### config.mk
export PLATFORM = sky130hd
export DESIGN_NAME = xt_scan_code_repeat_filter_top
export DESIGN_NICKNAME = d
export VERILOG_FILES = /design/src/rtl/xsf_pkg.sv /design/src/rtl/xsf_keymap.sv /design/src/rtl/xsf_fifo.sv /design/src/rtl/xt_scan_code_repeat_filter_top.sv
export SDC_FILE = /design/constraint.sdc
export NUM_CORES = 1
export LEC_CHECK = 0
export ABC_AREA = 1
export BUFFER_PORTS_ARGS = -buffer_cell sky130_fd_sc_hd__buf_2
export CAP_MARGIN = 15
export CORE_AREA = 2 2 193 195
export DETAILED_ROUTE_END_ITERATION = 6
export DIE_AREA = 0 0 195 197
export PLACE_DENSITY = 0.83
export SYNTH_ARGS = -nofsm -noshare
export SYNTH_HDL_FRONTEND = slang
export SYNTH_SLANG_ARGS = --single-unit
### constraint.sdc
create_clock -name i_clk -period 5.2 [get_ports i_clk]
set_clock_uncertainty 0.2 [all_clocks]
set_input_delay 0.26 -clock i_clk [delete_from_list [all_inputs] [get_ports i_clk]]
set_output_delay 0.26 -clock i_clk [all_outputs]
set_load 0.05 [all_outputs]
### src/rtl/xsf_pkg.sv
`timescale 1ns / 1ps

package xsf_pkg;

    localparam int KEY_W = 7;
    localparam int CODE_W = 8;

    typedef enum logic [2:0] {
        ACT_RX_ERROR = 3'd0,
        ACT_RX_BYTE  = 3'd1,
        ACT_POP      = 3'd2,
        ACT_ENABLE   = 3'd3,
        ACT_DISABLE  = 3'd4,
        ACT_RESET    = 3'd5
    } t_action;

    localparam logic [1:0] REG_ERROR_THRESHOLD = 2'd0;
    localparam logic [1:0] REG_FORWARD_REPEATS = 2'd1;
    localparam logic [1:0] REG_NONE_CODE       = 2'd2;

    localparam logic [7:0] THRESHOLD_RESET = 8'd10;
    localparam logic [7:0] NONE_CODE_RESET = 8'h00;

    typedef struct packed {
        logic             en;
        logic [KEY_W-1:0] key;
    } t_map_rd;

    typedef struct packed {
        logic             en;
        logic [KEY_W-1:0] key;
        logic             val;
    } t_map_wr;

    typedef struct packed {
        logic              push;
        logic              pop;
        logic              clr;
        logic [CODE_W-1:0] data;
    } t_fifo_req;

    typedef struct packed {
        logic full;
        logic empty;
        logic avail_next;
    } t_fifo_stat;

endpackage

### src/rtl/xsf_keymap.sv
`timescale 1ns / 1ps

module xsf_keymap (
    input  logic              i_clk,
    input  logic              i_rst_n,
    input  xsf_pkg::t_map_rd  i_rd,
    input  xsf_pkg::t_map_wr  i_wr,
    input  logic              i_clr,
    output logic              o_bit
);

    localparam int NKEYS = 1 << xsf_pkg::KEY_W;

    logic                      r_mem [NKEYS];
    logic                      r_rdata;
    logic [xsf_pkg::KEY_W-1:0] r_rd_key;
    logic [NKEYS-1:0]          r_kvalid;
    logic                      r_fwd_v;
    logic [xsf_pkg::KEY_W-1:0] r_fwd_key;
    logic                      r_fwd_val;

    always_ff @(posedge i_clk) begin
        if (i_wr.en) begin
            r_mem[i_wr.key] <= i_wr.val;
        end
        if (i_rd.en) begin
            r_rdata  <= r_mem[i_rd.key];
            r_rd_key <= i_rd.key;
        end
    end

    // last write since the last clear; the memory read may miss a write made on the same edge
    always_ff @(posedge i_clk) begin
        if (!i_rst_n) begin
            r_kvalid <= '0;
            r_fwd_v  <= 1'b0;
        end else if (i_clr) begin
            r_kvalid <= '0;
            r_fwd_v  <= 1'b0;
        end else if (i_wr.en) begin
            r_kvalid[i_wr.key] <= 1'b1;
            r_fwd_v            <= 1'b1;
        end
    end

    always_ff @(posedge i_clk) begin
        if (i_wr.en) begin
            r_fwd_key <= i_wr.key;
            r_fwd_val <= i_wr.val;
        end
    end

    assign o_bit = (r_fwd_v && (r_fwd_key == r_rd_key)) ? r_fwd_val
                                                         : (r_kvalid[r_rd_key] & r_rdata);

endmodule

### src/rtl/xsf_fifo.sv
`timescale 1ns / 1ps

module xsf_fifo #(
    parameter int DEPTH = 16
) (
    input  logic                       i_clk,
    input  logic                       i_rst_n,
    input  xsf_pkg::t_fifo_req         i_req,
    output xsf_pkg::t_fifo_stat        o_stat,
    output logic [xsf_pkg::CODE_W-1:0] o_rdata
);

    localparam int PW = (DEPTH > 1) ? $clog2(DEPTH) : 1;
    localparam int CW = $clog2(DEPTH + 1);

    logic [xsf_pkg::CODE_W-1:0] r_mem [DEPTH];
    logic [xsf_pkg::CODE_W-1:0] r_rdata;
    logic [PW-1:0]              r_head;
    logic [PW-1:0]              r_tail;
    logic [CW-1:0]              r_count;
    logic [PW-1:0]              n_head;
    logic [PW-1:0]              n_tail;
    logic [CW-1:0]              n_count;
    logic                       w_full;
    logic                       w_empty;
    logic                       w_do_push;
    logic                       w_do_pop;

    assign w_full    = (r_count == CW'(DEPTH));
    assign w_empty   = (r_count == '0);
    assign w_do_push = i_req.push && !w_full;
    assign w_do_pop  = i_req.pop && !w_empty;

    always_comb begin
        n_head  = r_head;
        n_tail  = r_tail;
        n_count = r_count;
        if (i_req.clr) begin
            n_head  = '0;
            n_tail  = '0;
            n_count = '0;
        end else if (w_do_push) begin
            n_tail  = (r_tail == PW'(DEPTH - 1)) ? '0 : r_tail + 1'b1;
            n_count = r_count + 1'b1;
        end else if (w_do_pop) begin
            n_head  = (r_head == PW'(DEPTH - 1)) ? '0 : r_head + 1'b1;
            n_count = r_count - 1'b1;
        end
    end

    always_ff @(posedge i_clk) begin
        if (w_do_push && !i_req.clr) begin
            r_mem[r_tail] <= i_req.data;
        end
        // read data register doubles as the result code; it holds until the next pop
        if (w_do_pop && !i_req.clr) begin
            r_rdata <= r_mem[r_head];
        end
    end

    always_ff @(posedge i_clk) begin
        if (!i_rst_n) begin
            r_head  <= '0;
            r_tail  <= '0;
            r_count <= '0;
        end else begin
            r_head  <= n_head;
            r_tail  <= n_tail;
            r_count <= n_count;
        end
    end

    assign o_stat.full       = w_full;
    assign o_stat.empty      = w_empty;
    assign o_stat.avail_next = (n_count != '0);
    assign o_rdata           = r_rdata;

endmodule

### src/rtl/xt_scan_code_repeat_filter_top.sv
`timescale 1ns / 1ps
// Channel   Handshake           Payload
// input     i_valid / o_ready   i_action, i_rx_byte, i_kbd_detected
// output    o_valid / i_ready   o_scan_code, o_code_valid, o_soft_reset_req,
//                               o_detected, o_code_available, o_overflow
// config    APB psel/penable    paddr[3:2] selects threshold, repeats, none code
//
// One item per cycle while the output is not stalled. The key map memory is
// read when an item is accepted; when it advances, it updates map, FIFO and
// flags and loads the result register (the FIFO read data register holds the
// popped code). A map write from the item just ahead is forwarded.
// A stalled output holds the result and the stage behind it; a new item is
// still taken while the result waits, as long as that stage is free.
// Synchronous active-low reset clears flags, counters, pointers and map valid bits.

module xt_scan_code_repeat_filter_top #(
    parameter int FIFO_DEPTH = 16
) (
    input  logic        i_clk,
    input  logic        i_rst_n,
    input  logic        i_valid,
    output logic        o_ready,
    input  logic [2:0]  i_action,
    input  logic [7:0]  i_rx_byte,
    input  logic        i_kbd_detected,
    output logic        o_valid,
    input  logic        i_ready,
    output logic [7:0]  o_scan_code,
    output logic        o_code_valid,
    output logic        o_soft_reset_req,
    output logic        o_detected,
    output logic        o_code_available,
    output logic        o_overflow,
    input  logic        psel,
    input  logic        penable,
    input  logic        pwrite,
    input  logic [3:0]  paddr,
    input  logic [31:0] pwdata,
    output logic [31:0] prdata,
    output logic        pready
);

    logic       w_cfg_wr;
    logic [7:0] r_threshold;
    logic       r_fwd_rep;
    logic [7:0] r_none;

    logic       r_s1_v;
    logic [2:0] r_s1_action;
    logic [7:0] r_s1_byte;
    logic       r_s1_kbd;

    logic       r_enabled;
    logic       r_detected;
    logic [7:0] r_err_cnt;
    logic       n_enabled;
    logic       n_detected;
    logic [7:0] n_err_cnt;

    logic       r_out_v;
    logic       r_code_valid;
    logic       r_sreset;
    logic       r_det_out;
    logic       r_avail;
    logic       r_ovf;
    logic       n_code_valid;
    logic       n_sreset;
    logic       n_ovf;

    logic       w_accept;
    logic       w_adv;
    logic       w_key_down;
    logic       w_code_ok;
    logic [7:0] w_cnt_inc;
    logic [7:0] w_code;

    xsf_pkg::t_map_rd    w_map_rd;
    xsf_pkg::t_map_wr    w_map_wr;
    logic                w_map_clr;
    xsf_pkg::t_fifo_req  w_fifo_req;
    xsf_pkg::t_fifo_stat w_fifo_stat;

    assign w_adv    = r_s1_v && (!r_out_v || i_ready);
    assign o_ready  = !r_s1_v || w_adv;
    assign w_accept = i_valid && o_ready;

    assign w_map_rd.en  = w_accept;
    assign w_map_rd.key = i_rx_byte[xsf_pkg::KEY_W-1:0];

    xsf_keymap u_keymap (
        .i_clk   (i_clk),
        .i_rst_n (i_rst_n),
        .i_rd    (w_map_rd),
        .i_wr    (w_map_wr),
        .i_clr   (w_map_clr),
        .o_bit   (w_key_down)
    );

    xsf_fifo #(
        .DEPTH (FIFO_DEPTH)
    ) u_fifo (
        .i_clk   (i_clk),
        .i_rst_n (i_rst_n),
        .i_req   (w_fifo_req),
        .o_stat  (w_fifo_stat),
        .o_rdata (w_code)
    );

    assign w_cnt_inc = r_err_cnt + 8'd1;

    always_comb begin
        n_enabled    = r_enabled;
        n_detected   = r_detected;
        n_err_cnt    = r_err_cnt;
        n_code_valid = 1'b0;
        n_sreset     = 1'b0;
        n_ovf        = 1'b0;
        w_code_ok    = 1'b0;
        w_map_wr.en  = 1'b0;
        w_map_wr.key = r_s1_byte[xsf_pkg::KEY_W-1:0];
        w_map_wr.val = !r_s1_byte[7];
        w_map_clr    = 1'b0;
        w_fifo_req.push = 1'b0;
        w_fifo_req.pop  = 1'b0;
        w_fifo_req.clr  = 1'b0;
        w_fifo_req.data = r_s1_byte;
        if (w_adv) begin
            case (r_s1_action)
                xsf_pkg::ACT_RX_ERROR: begin
                    if (r_enabled) begin
                        n_detected = r_detected | r_s1_kbd;
                        if (w_cnt_inc > r_threshold) begin
                            n_sreset  = 1'b1;
                            n_err_cnt = '0;
                        end else begin
                            n_err_cnt = w_cnt_inc;
                        end
                    end
                end
                xsf_pkg::ACT_RX_BYTE: begin
                    if (r_enabled) begin
                        n_detected = r_detected | r_s1_kbd;
                        if (r_s1_byte != r_none) begin
                            // release always passes; make passes unless key held and repeats not forwarded
                            w_code_ok = r_s1_byte[7] || r_fwd_rep || !w_key_down;
                            w_map_wr.en     = w_code_ok;
                            w_fifo_req.push = w_code_ok;
                            n_ovf           = w_code_ok && w_fifo_stat.full;
                        end
                    end
                end
                xsf_pkg::ACT_POP: begin
                    if (r_enabled && !w_fifo_stat.empty) begin
                        w_fifo_req.pop = 1'b1;
                        n_code_valid   = 1'b1;
                    end
                end
                xsf_pkg::ACT_ENABLE: begin
                    w_fifo_req.clr = 1'b1;
                    w_map_clr      = 1'b1;
                    n_enabled      = 1'b1;
                    n_detected     = 1'b0;
                end
                xsf_pkg::ACT_DISABLE: begin
                    n_enabled = 1'b0;
                end
                xsf_pkg::ACT_RESET: begin
                    if (r_enabled) begin
                        w_fifo_req.clr = 1'b1;
                        n_sreset       = 1'b1;
                        n_detected     = 1'b0;
                    end
                end
                default: begin
                end
            endcase
        end
    end

    always_ff @(posedge i_clk) begin
        if (!i_rst_n) begin
            r_s1_v       <= 1'b0;
            r_enabled    <= 1'b0;
            r_detected   <= 1'b0;
            r_err_cnt    <= '0;
            r_out_v      <= 1'b0;
            r_code_valid <= 1'b0;
            r_sreset     <= 1'b0;
            r_det_out    <= 1'b0;
            r_avail      <= 1'b0;
            r_ovf        <= 1'b0;
        end else begin
            if (o_ready) begin
                r_s1_v <= i_valid;
            end
            r_enabled  <= n_enabled;
            r_detected <= n_detected;
            r_err_cnt  <= n_err_cnt;
            if (w_adv) begin
                r_out_v      <= 1'b1;
                r_code_valid <= n_code_valid;
                r_sreset     <= n_sreset;
                r_det_out    <= n_detected;
                r_avail      <= w_fifo_stat.avail_next;
                r_ovf        <= n_ovf;
            end else if (i_ready) begin
                r_out_v <= 1'b0;
            end
        end
    end

    always_ff @(posedge i_clk) begin
        if (w_accept) begin
            r_s1_action <= i_action;
            r_s1_byte   <= i_rx_byte;
            r_s1_kbd    <= i_kbd_detected;
        end
    end

    assign w_cfg_wr = psel && penable && pwrite;

    always_ff @(posedge i_clk) begin
        if (!i_rst_n) begin
            r_threshold <= xsf_pkg::THRESHOLD_RESET;
            r_fwd_rep   <= 1'b0;
            r_none      <= xsf_pkg::NONE_CODE_RESET;
        end else if (w_cfg_wr) begin
            case (paddr[3:2])
                xsf_pkg::REG_ERROR_THRESHOLD: r_threshold <= pwdata[7:0];
                xsf_pkg::REG_FORWARD_REPEATS: r_fwd_rep   <= pwdata[0];
                xsf_pkg::REG_NONE_CODE:       r_none      <= pwdata[7:0];
                default: begin
                end
            endcase
        end
    end

    always_comb begin
        case (paddr[3:2])
            xsf_pkg::REG_ERROR_THRESHOLD: prdata = {24'd0, r_threshold};
            xsf_pkg::REG_FORWARD_REPEATS: prdata = {31'd0, r_fwd_rep};
            xsf_pkg::REG_NONE_CODE:       prdata = {24'd0, r_none};
            default:                      prdata = '0;
        endcase
    end

    assign pready           = 1'b1;
    assign o_valid          = r_out_v;
    assign o_scan_code      = r_code_valid ? w_code : 8'd0;
    assign o_code_valid     = r_code_valid;
    assign o_soft_reset_req = r_sreset;
    assign o_detected       = r_det_out;
    assign o_code_available = r_avail;
    assign o_overflow       = r_ovf;

endmodule

==> results.md, run 1 <==
- Port bufs: just over 50
- Sequential share of the synthesized area: 59.8%
- Global route overflow: 0
- Mux contribution to synthesized area: 0%
- Share of cells above drive strength 1: under 10%
- Initial Util: about 56%
- Dominant synthesized flop cell: edfxtp_1
- Combinational power share: under 10%
- Vias: approximately 16000
- Synth top area share: approximately 42%
- Post-detail-place hpwl: 30800 um
- Wire per inst: 19.0 um
- Clock Latency Late Sink: ~550 ps
- CTS sink count: ~460
- Sequential power share: between 50% and 60%
- Critical path, cell by cell: inv_2 -> nor2_2 -> nand3_1 -> nand2_1 -> o21ai_1 -> nand2_1 -> nor2_1 -> nor2_1 -> nor2_1 -> nand2_1 -> nand2_1 -> nand2_1 -> nand2_2 -> nand2_2 -> buf_4 -> nor2_1 -> inv_1 -> nor2_1 -> o21ba_2
- Maximum level of the CTS H-tree: 2
- Worst EP required: ~5500 ps
- Register area: 12100 sq um
- Largest net degree at the start of global routing: between 100 and 150
- # DRC: 6
- Hold Startpoint: pwrite
- Number of synthesized flops with an enable pin: 285
- Status: finished, violations left
- Area of the multi-input gates: around 6600 sq um
- Switching pwr: about 1.7 mW
- Final Max Slew Viols: 0
- Simple-gate share of the synthesized area: about 17%
- Reg-to-reg startpoint: r_s1_byte[2]
- Most instantiated cells after synthesis: nor2_1, nand2_1, edfxtp_1, inv_1, o21ai_0
- CP Max Fanout: 18
- N_diodes: 0
- I/O pin count: approximately 100
- # setup viols final: 0
- RePlAce Congestion: roughly 0.9
- Post-synth ARST share: 0%
- # fillers: ~2800
- Count of different cell masters after synthesis: 43
- Max-cap violations: 0
- Main combinational cell family by area after synthesis: simple AND/OR/NAND/NOR gates
- Final WL: 51700 um
- Drt pass-1 iters: 7
- Full die area: a little under 40000 sq um
- Top cell type by total area after synthesis: edfxtp_1
- Adder-cell share of the synthesized area: less than 1%
- Compound-Gate Fraction of Synth Area: about 14%
- Hold Fails Final Rpt: 0
- Final core area utilization: approximately three fifths
- Fmax: roughly 220 MHz
- Crit path buf inv count: 3
- Leakage: 8.19 nW
- Top area cells in the synthesized netlist: edfxtp_1, dfxtp_1, nor2_1
- Setup TNS: 0 ps
- R2r worst-path depth: 19
- First-pass GRT wire length: a little over 80000 um
- Synth warn: 0
- Final Cycle Share: between 80% and 90%
- Via density: 5.85
- FP Rows: 70
- Post-Syn Area: around 20000 sq um
- Clk root buf: clkbuf_16
- Antenna Nets Post-Route: 0
- Sw frac: around 23%
- Initial drt markers: ~1900
- CTS tree: built
- Worst path slowest cell: edfxtp_1
- Worst R2R Setup Slack: between 600 and 700 ps
- Core area: roughly 36000 sq um
- Syn-to-layout area delta: 10.6%
- XOR/XNOR Fraction of Synth Area: less than 1%
- Least-Margin Pin Slew: ~1100 ps
- Hold Path Sink: r_none[0]
- Worst-path clk slew: around 60 ps
- Failing checks: DRC
- Syn_area_per_cell: a little over 9 sq um
- Fin crit period: roughly 4600 ps
- Clock share of power: between 40% and 50%
- VDD IR max: between 0.0002 and 0.0003 V
- Pint: around 5.7 mW
- Max stage delay on crit path: between 900 and 1000 ps
- Yosys reg bits: roughly 460
- Number of global-route vias before repair: roughly 16000
- RSZ-0062 raised after global routing: false
- Num CTS Buffers: 44
- Cts repair resizes: 0
- Startpoint Class: flip-flop
- WP depth: 19
- CP top delay family: simple AND/OR/NAND/NOR gates
- Post-synthesis cell count: about 2200
- CP Class: flip-flop to flip-flop
- Crit end category: flip-flop
- Total GRT Usage: a little over a quarter
- Nets: between 2000 and 2500
- Total power divided by cell area: around 330 nW/um^2
- Hold Path Class: primary input to flip-flop
- Initial antenna violation count: 1
- Max clock buf depth: 3
- FF-to-FF End: u_keymap.r_kvalid[127]
- Cells on Worst Hold Path: 5
- Worst EP arrival: 4810 ps
- Chip height: between 150 and 200 um
- Worst rel slew slack: about 26%
- Die width: 195 um
- Most frequent cell after synthesis: nor2_1
[power groups by stage]
| stage | clock network (mW) | logic (mW) | registers, mW |
|---|---|---|---|
| 2_1_floorplan | 0 | 0.250 | 3.99 |
| 3_3_place_gp | 0 | 0.350 | 3.99 |
| 3_5_place_dp | 0 | 0.357 | 3.99 |
| 4_1_cts | 3.07 | 0.375 | 3.91 |
| 5_1_grt | 3.21 | 0.410 | 3.91 |
| 6_report | 3.06 | 0.387 | 3.91 |
[area by class of cell]
type                       instances  area share [%]
sequential                       461            54.1
multi-input combinational       1340            29.5
clock buffer                      70            5.65
inverter                         264            4.44
timing repair buffer             102            3.23
tap                              468            2.62
clock inverter                    12           0.415
[registers in the layout, summed over array words and instances (netlist names), 5 cells and up]
name and count:
r_err_cnt 8, u_fifo.o_rdata 8, u_keymap.r_fwd_key 7, u_keymap.r_mem 128, r_s1_byte 8, u_fifo.r_mem 128, r_threshold 8, u_fifo.r_count 5
r_none 8, u_keymap.r_kvalid 128
[kinds of logic (layout without fill, tap and decap cells)]
group | after synthesis | count (layout)
simple gates | 824 | 824
flops | 461 | 461
compound gates | 457 | 457
buf+inv | 386 | 448
xor+xnor | 18 | 18
fa+ha+maj | 16 | 16
other cells | 2 | 25
[layout by cell type (no fill, tap or decap), types with 46 or more instances in the layout]
cell | synthesis | layout
inv_1 | 247 | 246
dfxtp_1 | 176 | 175
nor2_1 | 359 | 359
o21ai_0 | 188 | 188
buf_2 | 12 | 51
o22ai_1 | 57 | 57
clkbuf_16 | 0 | 46
a21oi_1 | 115 | 115
edfxtp_1 | 285 | 285
nand2_1 | 350 | 349
nand3_1 | 64 | 64
[metal layers]
layer	GRT usage, %	up-vias	wire length, um	share of wire [%]
met1	33.1	7586	19000	37
li1	-	7253	-	-
met5	0	-	12	0.023
met3	4.19	193	4900	9.5
met4	12.4	2	2200	4.3
met2	45.7	858	25500	49
[stage by stage]
step | instance area, sq um | hold WS, ps | std cells | total power, mW | setup WS [ps]
floorplan | 20300 | 159 | 2187 | 4.24 | 1020
global placement | 20700 | 237 | 2607 | 4.34 | 846
detailed placement | 20700 | 240 | 2607 | 4.35 | 812
CTS | 22300 | 51.1 | 2717 | 7.36 | 752
global route | 22300 | 96.3 | 2717 | 7.53 | 538
finish | 22300 | 72.0 | 2717 | 7.36 | 640
[worst max path at each step]
stage,endpoint,from
2_1_floorplan,u_fifo.r_mem[7][0],r_s1_byte[7]
3_3_place_gp,u_keymap.r_kvalid[23],r_s1_byte[2]
3_5_place_dp,u_keymap.r_kvalid[127],r_s1_byte[2]
4_1_cts,u_keymap.r_kvalid[31],r_s1_byte[2]
5_1_grt,u_keymap.r_kvalid[29],r_s1_byte[2]
6_report,u_keymap.r_kvalid[127],r_s1_byte[2]
[worst min-delay path, cell delays in order]
cell,delay (ps)
buf_2,100
nand3_1,130
nor2_1,80
o21ai_0,140
nor2_1,50
[timing repair]
item,4_1_cts,5_1_grt
hold buffers,28,0
hold endpoints to repair,32,0
buffers inserted,0,0
setup endpoints to repair,0,0
No activity file was read; power rests on OpenSTA's default activity.
==> inputs of run 2 (changes only) <==
==> constraint.sdc (replaced) <==
create_clock -name i_clk -period 5.2 [get_ports i_clk]
set_clock_uncertainty 0.2 [all_clocks]
set_input_delay 0.52 -clock i_clk [delete_from_list [all_inputs] [get_ports i_clk]]
set_output_delay 0.52 -clock i_clk [all_outputs]
set_load 0.05 [all_outputs]
==> run 2 against run 1 <==
Effect of this change:
- the run now ends clean
- register-to-register slack improved by 200 ps
- worst hold slack worse by 41 ps
- first-iteration DRC count decreased by 14%
- setup slack gained 200 ps
- core utilization down 0.14 points
- fmax increased by 4.5%
- clock-buffer cell count shrank 5
- via count is 1.1% lower
- clock power rose by 8.5%
- global-route usage shrank 0.20 points
- critical endpoint is now u_keymap.r_kvalid[62]
- largest power group unchanged
==> results.md, run 2 (synthesis gave the netlist of run 1 again) <==
- Status: complete, no violations
- Share of cells above drive strength 1: just over 10%
- Crit end category: flip-flop
- Most frequent cells in the layout: nor2_1, nand2_1, edfxtp_1
- CTS sink count: between 400 and 500
- Die width: 195 um
- Max-cap violations: 0
- Top sig layer: met4
- Fmax: roughly 230 MHz
- Initial drt markers: around 1600
- Chip height: ~200 um
- Worst R2R Setup Slack: roughly 840 ps
- Total power divided by cell area: ~340 nW/um^2
- Non-Filler Instances: 2697
- Final Cycle Share: a little over four fifths
- Leakage: just over 8 nW
- FP Rows: 70
- First-pass GRT wire length: 79900 um
- Worst rel slew slack: between 20% and 30%
- Max clock buf depth: 3
- Syn-to-layout area delta: 10.3%
- Maximum level of the CTS H-tree: 2
- RSZ-0062 raised after global routing: false
- Vias: between 15000 and 20000
- Worst-path clk slew: 60 ps
- Pwr Total: 7.60 mW
- Worst slack, placed: 944 ps
- Final WL: roughly 51000 um
- Largest registers: u_fifo.r_mem x128, u_keymap.r_kvalid x128, u_keymap.r_mem x128
- I/O pin count: 103
- Nets: 2263
- Post-detail-place hpwl: 30700 um
- Least-Margin Pin Slew: about 1100 ps
- Fin crit period: about 4400 ps
- Final Max Slew Viols: 0
- Via density: 5.83
- # DRC: 0
- Antenna Nets Post-Route: 0
- Initial antenna violation count: 1
- Clk root buf: clkbuf_16
- Setup TNS: 0 ps
- CTS tree: built
- Num CTS Buffers: 44
- CP Max Fanout: 18
- Placed insts: 2607
- Postcts setup bufs: 0
- Initial Util: between 50% and 60%
- Hold Fails Final Rpt: 0
- VDD IR max: 0.000284 V
- Worst EP arrival: around 4600 ps
- Worst EP required: 5450 ps
- Port bufs: 51
- Hold Path Class: primary input to flip-flop
- Area of the multi-input gates: 6600 sq um
- Core area: ~36000 sq um
- Drt pass-1 iters: 6
- RePlAce Congestion: between 0.8 and 0.9
- Fin worst setup slack: 836 ps
- Full die area: approximately 38000 sq um
- CP Class: flip-flop to flip-flop
- DRT met1 WL: 19300 um
- # fillers: between 2000 and 3000
- Wire per inst: approximately 19 um
- Startpoint Class: flip-flop
- Register area: about 12000 sq um
- Commonest non-fill, non-tap cell in the layout: nor2_1
- Clock Latency Late Sink: around 560 ps
- Largest net degree at the start of global routing: about 110
- Global route overflow: 0
- Total GRT Usage: between 20% and 30%
- DR WL met3: roughly 5000 um
- # setup viols final: 0
- Number of global-route vias before repair: approximately 16000
- Metal2 WL: ~25000 um
run 2: final timing paths:
kind                                       startpoint                     to  depth (start not counted)
worst max-delay path                     r_s1_byte[2]  u_keymap.r_kvalid[62]                         19
worst max register to register           r_s1_byte[2]  u_keymap.r_kvalid[62]                         19
worst min-delay path                          i_valid                 r_s1_v                          3
worst min register to register  u_keymap.r_kvalid[28]  u_keymap.r_kvalid[28]                          2
run 2: cell type report:
cell class	instances	share of cell area, %
inverter	264	4.45
antenna	1	0.0112
clock inverter	17	0.848
sequential	461	54.2
tap	468	2.63
multi-input combinational	1340	29.6
timing repair buffer	81	2.29
clock buffer	65	5.93
run 2: routing by layer:
layer | up-vias | track usage, %
met1 | 7478 | 32.3
met3 | 177 | 4.45
met4 | 0 | 11.2
li1 | 7213 | -
met5 | - | 0
met2 | 856 | 46.3
run 2: critical path: stages (launching register included):
cell and delay [ps]:
edfxtp_1 860, inv_2 350, nor2_2 540, nand3_1 170, nand2_1 100, o21ai_1 80
nand2_1 150, nor2_1 60, nor2_1 80, nor2_1 50, nand2_1 120, nand2_1 60
nand2_1 70, nand2_2 120, nand2_2 200, buf_4 390, nor2_1 100, inv_1 180
nor2_1 90, o21ba_2 240
run 2: timing repair:
action                                 in CTS  in global routing
endpoints found under the hold margin       7                  0
hold buffers                                7                  0
resized for setup                           0                  0
run 2: through the flow:
step	area, sq um	util (%)	hold slack [ps]
final	22300	61.4	31.2
after global routing	22300	61.4	32.1
after CTS	22300	61.4	20.6
after detailed placement	20700	57.1	242
after global placement	20700	57.1	237
after floorplan	20300	-	231
run 2: power by group:
| part | internal [mW] | total, mW | switching [mW] |
|---|---|---|---|
| sequential | 3.89 | 3.91 | 0.0240 |
| clock | 1.96 | 3.32 | 1.36 |
| combinational | 0.0784 | 0.375 | 0.296 |
| total | 5.93 | 7.60 | 1.68 |
